<file path="src/design/sabi_pkg.sv">
// package: shared types and constants for the segment and box intersection unit
package sabi_pkg;

  localparam int FRAC_BITS   = 10;
  localparam int FIX_W       = 32;
  localparam int NUM_LANES   = 4;
  localparam int NUMW        = FIX_W + FRAC_BITS;
  localparam int LANE_LAT    = NUMW + 5;
  localparam int QUEUE_DEPTH = 2;
  localparam int QPTR_W      = $clog2(QUEUE_DEPTH);
  localparam int QCNT_W      = $clog2(QUEUE_DEPTH + 1);

  localparam logic [FIX_W-1:0] FIX_ZERO = '0;
  localparam logic [FIX_W-1:0] FIX_ONE  = FIX_W'(1) << FRAC_BITS;

  typedef enum logic {
    CMD_SEGMENT = 1'b0,
    CMD_BOX     = 1'b1
  } cmd_t;

  typedef logic signed [FIX_W-1:0] fix_t;

  typedef struct packed {
    fix_t p0x;
    fix_t p0y;
    fix_t p1x;
    fix_t p1y;
    fix_t q0x;
    fix_t q0y;
    fix_t q1x;
    fix_t q1y;
  } seg_pair_t;

  typedef struct packed {
    logic [NUM_LANES-1:0]            lane_on;
    seg_pair_t [NUM_LANES-1:0]       pair;
  } job_t;

endpackage

</file>
<file path="src/design/sabi_in_if.sv">
// interface: query channel
interface sabi_in_if;
  logic        valid;
  logic        ready;
  logic        cmd;
  logic [31:0] p_start_x;
  logic [31:0] p_start_y;
  logic [31:0] p_end_x;
  logic [31:0] p_end_y;
  logic [31:0] q_a_x;
  logic [31:0] q_a_y;
  logic [31:0] q_b_x;
  logic [31:0] q_b_y;

  modport source (output valid, cmd, p_start_x, p_start_y, p_end_x, p_end_y,
                  q_a_x, q_a_y, q_b_x, q_b_y, input ready);
  modport sink   (input valid, cmd, p_start_x, p_start_y, p_end_x, p_end_y,
                  q_a_x, q_a_y, q_b_x, q_b_y, output ready);
endinterface

</file>
<file path="src/design/sabi_front.sv">
// front: classifies a query and expands it into per-lane segment pairs
module sabi_front (
  sabi_in_if.sink          in_ch,
  output logic             job_valid,
  input  logic             job_ready,
  output sabi_pkg::job_t   job
);
  import sabi_pkg::*;

  fix_t px0, py0, px1, py1, ax, ay, bx, by, rx, ly;

  assign px0 = fix_t'(in_ch.p_start_x);
  assign py0 = fix_t'(in_ch.p_start_y);
  assign px1 = fix_t'(in_ch.p_end_x);
  assign py1 = fix_t'(in_ch.p_end_y);
  assign ax  = fix_t'(in_ch.q_a_x);
  assign ay  = fix_t'(in_ch.q_a_y);
  assign bx  = fix_t'(in_ch.q_b_x);
  assign by  = fix_t'(in_ch.q_b_y);
  assign rx  = ax + bx;
  assign ly  = ay + by;

  assign job_valid   = in_ch.valid;
  assign in_ch.ready = job_ready;

  always_comb begin
    for (int i = 0; i < NUM_LANES; i++) begin
      job.pair[i].p0x = px0;
      job.pair[i].p0y = py0;
      job.pair[i].p1x = px1;
      job.pair[i].p1y = py1;
    end
    unique case (cmd_t'(in_ch.cmd))
      CMD_SEGMENT: begin
        job.lane_on = NUM_LANES'(1);
        for (int i = 0; i < NUM_LANES; i++) begin
          job.pair[i].q0x = ax;
          job.pair[i].q0y = ay;
          job.pair[i].q1x = bx;
          job.pair[i].q1y = by;
        end
      end
      CMD_BOX: begin
        job.lane_on = '1;
        // top, right, bottom, left
        job.pair[0].q0x = ax; job.pair[0].q0y = ay; job.pair[0].q1x = rx; job.pair[0].q1y = ay;
        job.pair[1].q0x = rx; job.pair[1].q0y = ay; job.pair[1].q1x = rx; job.pair[1].q1y = ly;
        job.pair[2].q0x = rx; job.pair[2].q0y = ly; job.pair[2].q1x = ax; job.pair[2].q1y = ly;
        job.pair[3].q0x = ax; job.pair[3].q0y = ly; job.pair[3].q1x = ax; job.pair[3].q1y = ay;
      end
      default: begin
        job.lane_on = '0;
        for (int i = 0; i < NUM_LANES; i++) begin
          job.pair[i].q0x = ax;
          job.pair[i].q0y = ay;
          job.pair[i].q1x = bx;
          job.pair[i].q1y = by;
        end
      end
    endcase
  end

endmodule

</file>
<file path="src/flat_wrapper.sv">
// flat-port wrapper written by rule: the top's interface ports become plain ports
module sabi_front_flat import sabi_pkg::*;
  (job_valid, job_ready, job, in_ch_valid, in_ch_cmd, in_ch_p_start_x, in_ch_p_start_y, in_ch_p_end_x, in_ch_p_end_y, in_ch_q_a_x, in_ch_q_a_y, in_ch_q_b_x, in_ch_q_b_y, in_ch_ready);
  sabi_in_if in_ch_i ();
  output logic job_valid;
  input  logic job_ready;
  output sabi_pkg::job_t job;
  input wire logic [$bits(in_ch_i.valid)-1:0] in_ch_valid;
  input wire logic [$bits(in_ch_i.cmd)-1:0] in_ch_cmd;
  input wire logic [$bits(in_ch_i.p_start_x)-1:0] in_ch_p_start_x;
  input wire logic [$bits(in_ch_i.p_start_y)-1:0] in_ch_p_start_y;
  input wire logic [$bits(in_ch_i.p_end_x)-1:0] in_ch_p_end_x;
  input wire logic [$bits(in_ch_i.p_end_y)-1:0] in_ch_p_end_y;
  input wire logic [$bits(in_ch_i.q_a_x)-1:0] in_ch_q_a_x;
  input wire logic [$bits(in_ch_i.q_a_y)-1:0] in_ch_q_a_y;
  input wire logic [$bits(in_ch_i.q_b_x)-1:0] in_ch_q_b_x;
  input wire logic [$bits(in_ch_i.q_b_y)-1:0] in_ch_q_b_y;
  output wire logic [$bits(in_ch_i.ready)-1:0] in_ch_ready;
  assign in_ch_i.valid = in_ch_valid;
  assign in_ch_i.cmd = in_ch_cmd;
  assign in_ch_i.p_start_x = in_ch_p_start_x;
  assign in_ch_i.p_start_y = in_ch_p_start_y;
  assign in_ch_i.p_end_x = in_ch_p_end_x;
  assign in_ch_i.p_end_y = in_ch_p_end_y;
  assign in_ch_i.q_a_x = in_ch_q_a_x;
  assign in_ch_i.q_a_y = in_ch_q_a_y;
  assign in_ch_i.q_b_x = in_ch_q_b_x;
  assign in_ch_i.q_b_y = in_ch_q_b_y;
  assign in_ch_ready = in_ch_i.ready;
  sabi_front u_core (.in_ch(in_ch_i), .job_valid(job_valid), .job_ready(job_ready), .job(job));
endmodule
</file>
<file path="config.mk">
export PLATFORM = sky130hd
export DESIGN_NAME = sabi_front_flat
export DESIGN_NICKNAME = d
export VERILOG_FILES = /design/src/design/sabi_pkg.sv /design/src/design/sabi_in_if.sv /design/src/design/sabi_front.sv /design/src/flat_wrapper.sv
export SDC_FILE = /design/constraint.sdc
export NUM_CORES = 1
export LEC_CHECK = 0
export BUFFER_PORTS_ARGS = -buffer_cell sky130_fd_sc_hd__buf_2
export CAP_MARGIN = 20
export CELL_PAD_IN_SITES_DETAIL_PLACEMENT = 0
export CELL_PAD_IN_SITES_GLOBAL_PLACEMENT = 1
export CORE_AREA = 2 2 503 505
export DETAILED_ROUTE_END_ITERATION = 7
export DIE_AREA = 0 0 505 507
export PLACE_DENSITY = 0.3
export REMOVE_ABC_BUFFERS = 1
export SYNTH_ARGS = -nofsm -noshare
export SYNTH_HDL_FRONTEND = slang
export SYNTH_SLANG_ARGS = --single-unit
</file>
<file path="constraint.sdc">
create_clock -name vclk -period 3.66
set_input_delay 0.183 -clock vclk [all_inputs]
set_output_delay 0.183 -clock vclk [all_outputs]
set_load 0.01 [all_outputs]
</file>
Word level (Yosys, flattened, before mapping)
Index checks and enable logic that the tools add are counted.
{"block": "totals", "ff_bits": 0, "latchBits": 0, "ram_bits": 0, "romBits": 0, "in_bits": 259, "wordCells": 8, "mem_count": 0}
{"block": "classes", "add_sub_neg": 2, "mul": 0, "div": 0, "order_cmp": 0, "n_eq_ne": 0, "shift": 0, "n_mux": 5, "n_bitwise": 1, "n_reduce_logical": 0}
{"cell": "128-bit case mux with 2 select lines", "n": 4}
{"cell": "32-bit adder", "n": 2}
{"cell": "4-bit case mux with 2 select lines", "n": 1}
{"cell": "1-bit inverter", "n": 1}

Depth between registers and ports, before layout
Gate-level depths: netlist of run 1.
{"block": "logic_depth", "word_depth": 2, "ltp_mapped": 11}

Worst setup path before layout of run 1
No wires, ideal clock.
{"block": "synth_timing", "path_kind": "input to output", "startpoint": "input in_ch_q_b_x[0]", "endpoint": "output job[632] (netlist name)", "arrival_ps": 2827, "required_ps": 3477, "setup_slack_ps": 650, "cell_stages": 11, "n_path_buf": 1, "cell_sequence": "ha_1 fa_1 a21oi_1 o21ai_0 a21o_1 a2111oi_2 o31ai_2 a21oi_1 mux2_2 o21ai_0 buf_4"}
{"element": "start, declared", "line": "flat_wrapper.sv:16", "source": "input wire logic [$bits(in_ch_i.q_b_x)-1:0] in_ch_q_b_x;"}
{"element": "end, declared", "line": "flat_wrapper.sv:7", "source": "output sabi_pkg::job_t job;"}

==> impl_summary.md, run 1 <==
Status
The flow ran to the end, and the final reports show no timing, DRC or antenna violations.

Yosys
The area share of the largest cell type after synthesis is 0.534. Each instance of the synthesized netlist takes up on average 6.83 um2. The sequential area share after synthesis is 0.

Yosys attributes the largest share of cell area to buf_4, ha_1, nand2_1. Of all cell types, the one taking the most synthesized area is buf_4. The yosys synthesis warning count is 0. The post-synthesis cell count is 1725. The distinct cell type count of the synthesized netlist is 63. The synthesized netlist occupies a cell area of 11800 um2.

Worst setup path
The biggest cell delay along the critical path is 430 ps. The number of buffers and inverters on the critical path is 3. The cell with the biggest individual delay on the critical path is mux2_2.

For the worst setup path, the data required time is 3480 ps. The kind of start point of the critical path is an input port. STA classifies the critical path endpoint as an output pin. The kind of cell adding the most delay to the critical path is compound AO/OA/AOI/OAI gates. The logic depth of the worst setup path including buffers is 12. The critical path is of the in -> out type.

Walking the worst path, the cells encountered are buf_2 -> ha_1 -> a21o_1 -> a21o_1 -> a221o_1 -> a31oi_1 -> o21ai_1 -> buf_4 -> a41oi_1 -> mux2_2 -> o21ai_0 -> buf_2. Data arrives at the worst endpoint at 3450 ps. In this run the worst path has a maximum fanout of 6.

Drt
The detailed-route DRC error count is 0. The via count of the routed design is 11.9k. Dividing the detail-routed via count by the number of cells gives 2.42. The wire length on met3 is 43300 um.

The routed wirelength normalized by instance count is 44.1 um. The highest metal layer carrying signal wires in the routed design is met5. The count of TritonRoute iterations in the first routing pass is 5.

The detailed router finished its first iteration with 906 violations. The count of nets left with antenna violations once routing finished came out at 0. In the final routing, the length of wire on met1 measures 58400 um. The total wire length after detailed routing is 217000 um.

Wire segments on met2 add up to 99300 um in the final route.

Timing
Setup repair after global routing left no endpoint under its margin. The actual slew at the worst max-slew pin is 833 ps. The final count of hold timing violations is 0. The relative slew slack is 0.444.

The fmax is 275 MHz. Of the available clock period, the critical path in the final layout requires 0.993. The final max-slew violation count came to 0. The shortest period the worst path allows is 3630 ps. Setup violations remaining at the end of the flow were counted as 0. The aggregate negative setup slack is 0 ps.

Global routing
The via count of the first global-routing pass came to 10.7k. The first-pass GRT wire length is 244000 um. The maximum number of pins on one net before global-route repair is 79.

The total congestion overflow after global routing is 0. The overall fraction of global-route tracks in use is 0.162. The number of antenna violations at the first check in global routing is 32.

Layout
Registers take 0 um2. After routing the design area is 13400 um2. There are 0 flip-flops and latches. For this run, the share of the core covered by cells in the final layout is 0.0536. The fraction of layout instances using a drive strength above 1 is 0.499.

The count of filler cells inserted in the layout is 30.0k. The final layout contains 1879 nets. Summing all multi-input logic gate instances after layout gives 5120 um2.

The clock buffer count is 0. The area growth from synthesis to final layout is 14.0%.

Power and ir drop
Summed over all nets, the switching power comes to 1.84 mW. The worst vdd rail ir drop is 0.0571 mV. The share of total power dissipated in sequential elements is 0. The part of the power in the clock network is 0. Of the total power, the share spent switching nets is 0.667. For this design the static power due to leakage is 5.63 nW. The power per unit of standard cell area is 206 nW/um2. The combinational share of power is 1.000. Internal power comes to 0.921 mW.

Place
At the end of routability-driven placement, the weighted congestion stood at 0.802. The estimated wirelength of the detail-placed design is 193000 um. The count of buffers added on input and output ports is 644.

In this run the cell area measured after placement is 13400 um2.

Floorplan
The die is 507 um tall. The floorplan step defined a core boundary enclosing 250000 um2. In this run the count of I/O pins placed on the die edge is 1289. From left edge to right edge, the die measures 505 um. For this configuration, the core starts out at a cell density of 0.0470. The standard-cell row count is 184. The die covers 256000 um2.

Job
The count of maximum capacitance violations is 0.

Min path
The number of cells on the worst hold path is 0. The type of the worst min-delay path is in -> out.

CTS
In this run, post-CTS hold repair placed 0 buffers.
-- cell usage after synthesis, types with 11 or more instances --
master and number:
a211oi_1 13, a21o_1 39, a21oi_1 66, and3_1 12, buf_1 13, buf_4 838
clkbuf_1 30, ha_1 62, inv_1 63, mux2_2 39, nand2_1 171, nand3_1 24
nor2_1 31, nor3_1 12, o211ai_1 11, o21a_1 12, o21ai_0 117, xnor2_1 23
xor2_1 15
-- repair_timing --
| action | CTS | global route |
|---|---|---|
| endpoints found under the setup margin | 10 | 15 |
| gates resized for setup | 3 | 6 |
| pin swaps | 0 | 3 |
| buffers inserted | 0 | 2 |
-- cells by family after synthesis --
logic type,synth area share
xor gates and xnor gates,0.0282
buffers and inverters,0.569
AOI/OAI and AO/OA,0.167
adders and majority gates,0.0692
other,0.000318
and+or+nand+nor,0.123
muxes,0.0432
-- through the flow --
stage / worst slack [ps] / hold WS, ps / cells / total power [mW]
2_1_floorplan: 745 / 366 / 841 / 1.07
3_3_place_gp: -183 / 369 / 4900 / 2.91
3_5_place_dp: -148 / 369 / 4900 / 2.89
4_1_cts: 6.86 / 369 / 4900 / 2.90
5_1_grt: 20.8 / 367 / 4912 / 3.01
6_report: 26.9 / 368 / 4918 / 2.76
-- final cells by class --
class | count | area share
Multi-Input combinational cell | 778 | 0.381
Timing Repair Buffer | 713 | 0.286
Antenna cell | 16 | 0.00298
Tap cell | 3348 | 0.312
Inverter | 63 | 0.0180
-- path summary, 6_finish.rpt --
kind / start / endpoint / slack [ps]
worst max-delay path: in_ch_q_a_x[14] / job[633] / 30
worst min-delay path: in_ch_p_end_x[0] / job[160] / 370
-- power groups by stage --
stage | Clock [mW] | Combinational (mW) | Sequential (mW)
after global routing | 0.000000377 | 3.01 | 0
after detailed placement | 0 | 2.89 | 0
final | 0.000000405 | 2.76 | 0
after CTS | 0 | 2.90 | 0
after floorplan | 0 | 1.07 | 0
after global placement | 0 | 2.91 | 0
-- routing by layer --
metal / up-vias / track usage
met4: 37 / 0.0795
li1: 4577 / -
met1: 5417 / 0.123
met2: 1654 / 0.265
met5: - / 0.0722
met3: 203 / 0.151
-- placed cells by master, fill, tap and decap left out, types with 8 or more instances in the layout --
master / Yosys / layout
xor2_1: 15 / 15
ha_1: 62 / 62
o211ai_1: 11 / 11
o21ai_0: 117 / 106
a21o_1: 39 / 38
nor2_1: 31 / 31
nand4_1: 10 / 10
a21oi_1: 66 / 65
diode_2: 0 / 16
buf_4: 838 / 66
inv_1: 63 / 62
nor3_1: 12 / 12
and3_1: 12 / 12
xnor2_1: 23 / 23
mux2_2: 39 / 39
a31oi_1: 8 / 8
o21a_1: 12 / 12
nand3_1: 24 / 24
o21ai_1: 1 / 9
buf_2: 3 / 639
nand2_1: 171 / 171
nand2b_1: 10 / 10
a211oi_1: 13 / 12
Power figures use the tool's default switching activity.
==> run 2: changes to the inputs <==
--- a/config.mk
+++ b/config.mk
@@ -9,9 +9,9 @@
 export CAP_MARGIN = 20
 export CELL_PAD_IN_SITES_DETAIL_PLACEMENT = 0
 export CELL_PAD_IN_SITES_GLOBAL_PLACEMENT = 1
-export CORE_AREA = 2 2 503 505
+export CORE_AREA = 5 5 506 508
 export DETAILED_ROUTE_END_ITERATION = 7
-export DIE_AREA = 0 0 505 507
+export DIE_AREA = 0 0 511 513
 export PLACE_DENSITY = 0.3
 export REMOVE_ABC_BUFFERS = 1
 export SYNTH_ARGS = -nofsm -noshare
==> constraint.sdc (replaced) <==
create_clock -name vclk -period 3.66
set_input_delay 0.366 -clock vclk [all_inputs]
set_output_delay 0.366 -clock vclk [all_outputs]
set_load 0.01 [all_outputs]
==> run 2 against run 1 <==
Net effect: utilization up 0.47 points; routed wire length up 5.1%; final cell count rose by 2.1%; fmax grew 2.0%; critical path type unchanged; critical path depth is 1 higher; total power grew 13%; via count up 2.0%; global-route usage is 0.34 points higher; critical endpoint is now job[314]; worst hold slack gained 370 ps.
==> impl_summary.md, run 2 (synthesis gave the netlist of run 1 again) <==
Status
The flow ran to the end, and the final reports show no timing, DRC or antenna violations.

Timing
The smallest clock period supported by the final layout is computed as 3560 ps. Setup violations remaining at the end of the flow were counted as 0. Setup slack closes at 99.1 ps. Headroom to the max-slew limit came out at 0.0698. The ratio of final minimum period to clock period is 0.973. The fmax is 281 MHz.

The actual slew at the worst max-slew pin is 1390 ps. The worst slack on hold paths is 734 ps. Setup repair after global routing could not meet its margin everywhere. The final count of hold timing violations is 0. The final max-slew violation count came to 0.

Worst setup path
The data required time at the worst endpoint is 3290 ps. The critical path goes through buf_2 -> ha_4 -> fa_2 -> a21oi_2 -> o21ai_1 -> a21o_2 -> a2111oi_4 -> buf_6 -> o31ai_4 -> a41oi_2 -> xor2_2 -> o21ai_0 -> buf_2. The cell that appears most often on the critical path is buf_2. The most critical setup path has its startpoint at in_ch_q_b_x[0].

At the worst endpoint, the arrival time is 3190 ps. The kind of start point of the critical path is an input port. The cell with the biggest individual delay on the critical path is a2111oi_4. The largest fanout on the critical path is 4.

The kind of critical path is in -> out. The biggest cell delay along the critical path is 380 ps. STA classifies the critical path endpoint as an output pin.

Job
The count of maximum capacitance violations is 0.

Global routing
The via count of the first global-routing pass is 11.6k. The total congestion overflow after global routing is 0. The number of antenna violations at the first check in global routing was 37. The first global-routing pass estimated 257000 um of wire.

The overall fraction of global-route tracks in use is 0.165. Entering global routing, the biggest net connects 67 pins.

Drt
For this run, design rule violations remaining after detail routing come to 0. In the final routed layout, each cell accounts on average for 45.4 um. The via count of the routed design is 12.1k. The first TritonRoute pass finished after 5 iterations.

The first routing iteration left 756 violations. The total wire length after detailed routing is 228000 um. The detail route stage leaves a number of antenna-violating nets equal to 0. Dividing the detail-routed via count by the number of cells gives 2.42.

Min path
The sink of the worst hold path is job[167]. The launch point of the worst hold path is in_ch_p_end_x[7]. The worst hold path was traced through 0 stages. The tightest min-delay check is of the in -> out type.

Layout
The clock buffer count is 0. Relative to the synthesized area, the layout overhead comes to 24.0%. The total area of sequential cells is 0 um2.

The fraction of layout instances using a drive strength above 1 is 0.554. The top cell types in the final layout, fill and taps aside, are buf_2, nand2_1, buf_4. With fillers left out, the area of the finished cells amounts to 14600 um2.

The leading cell type in the layout, fill and taps excluded is buf_2. In the finished design the tool counted flip-flops and latches totalling 0. The number of nets in the finished design is 1980.

Floorplan
The number of I/O pins is 1289. The overall die height is 513 um. The floorplan step defined a die boundary enclosing 262000 um2. The total area inside the core boundary comes to 251000 um2. For this configuration, the core starts out at a cell density of 0.0470. From left edge to right edge, the die measures 511 um. The standard-cell row count is 184.

Power and ir drop
Dividing total power by cell area gives a power density of 214 nW/um2. The worst vdd rail ir drop is 0.0630 mV. The analysis attributes to cell leakage a power of 6.24 nW.

Place
The placed instance area is 14200 um2. The estimated wirelength of the detail-placed design is 205000 um. Prior to clock tree synthesis, the placed netlist has a worst setup slack of -431 ps.

Routability-driven placement finished with a final weighted congestion of 0.770. The number of port buffers is 644.

CTS
The number of buffers inserted for hold repair after clock tree synthesis is 0.
## run 2: timing repair
item                       4_1_cts  5_1_grt
pin swaps                       15       23
setup endpoints to repair      110       60
resized for setup               40       39
buffers inserted                 1        3
## run 2: critical path: cells and delay by family
kind                       cells  cell delay, ps
buffers and inverters          3             490
AOI/OAI and AO/OA              7            1620
adders and majority gates      2             540
xor gates and xnor gates       1             150
## run 2: worst max path at each step
stage / end / slack [ps] / depth (start not counted)
2_1_floorplan: job[314] / 380 / 10
3_3_place_gp: job[625] / -470 / 13
3_5_place_dp: job[625] / -430 / 13
4_1_cts: job[856] / 0.3 / 14
5_1_grt: job[542] / -60 / 14
6_report: job[314] / 100 / 13
## run 2: stage by stage
step	TNS (ps)	power, mW	cells	utilization
final	0	3.13	5022	0.0583
after global routing	-177	3.40	5011	0.0582
after CTS	0	3.26	5001	0.0574
after detailed placement	-14360	3.21	5000	0.0566
after global placement	-14280	3.22	4999	0.0566
after floorplan	0	1.07	841	-
## run 2: final cells by class
type	count	area, um2
fillers	29772	236000
well taps	3348	4190
inverters	63	239
diodes	19	47.5
multi-input cells	778	5390
repair buffers	814	4750
## run 2: power by group
group	switching [mW]	leakage [nW]	internal, mW	total, mW
Combinational	2.03	6.24	1.09	3.13
Sequential	0	0	0	0
Clock	0	0.000120	0.000000754	0.000000754
Total	2.03	6.24	1.09	3.13
## run 2: metal layers
metal	up-vias	wire, um	global-route usage
met5	-	2790	0.0743
met4	42	13300	0.0751
met3	206	44300	0.152
met2	1544	106000	0.276
met1	5559	61100	0.126
li1	4779	-	-
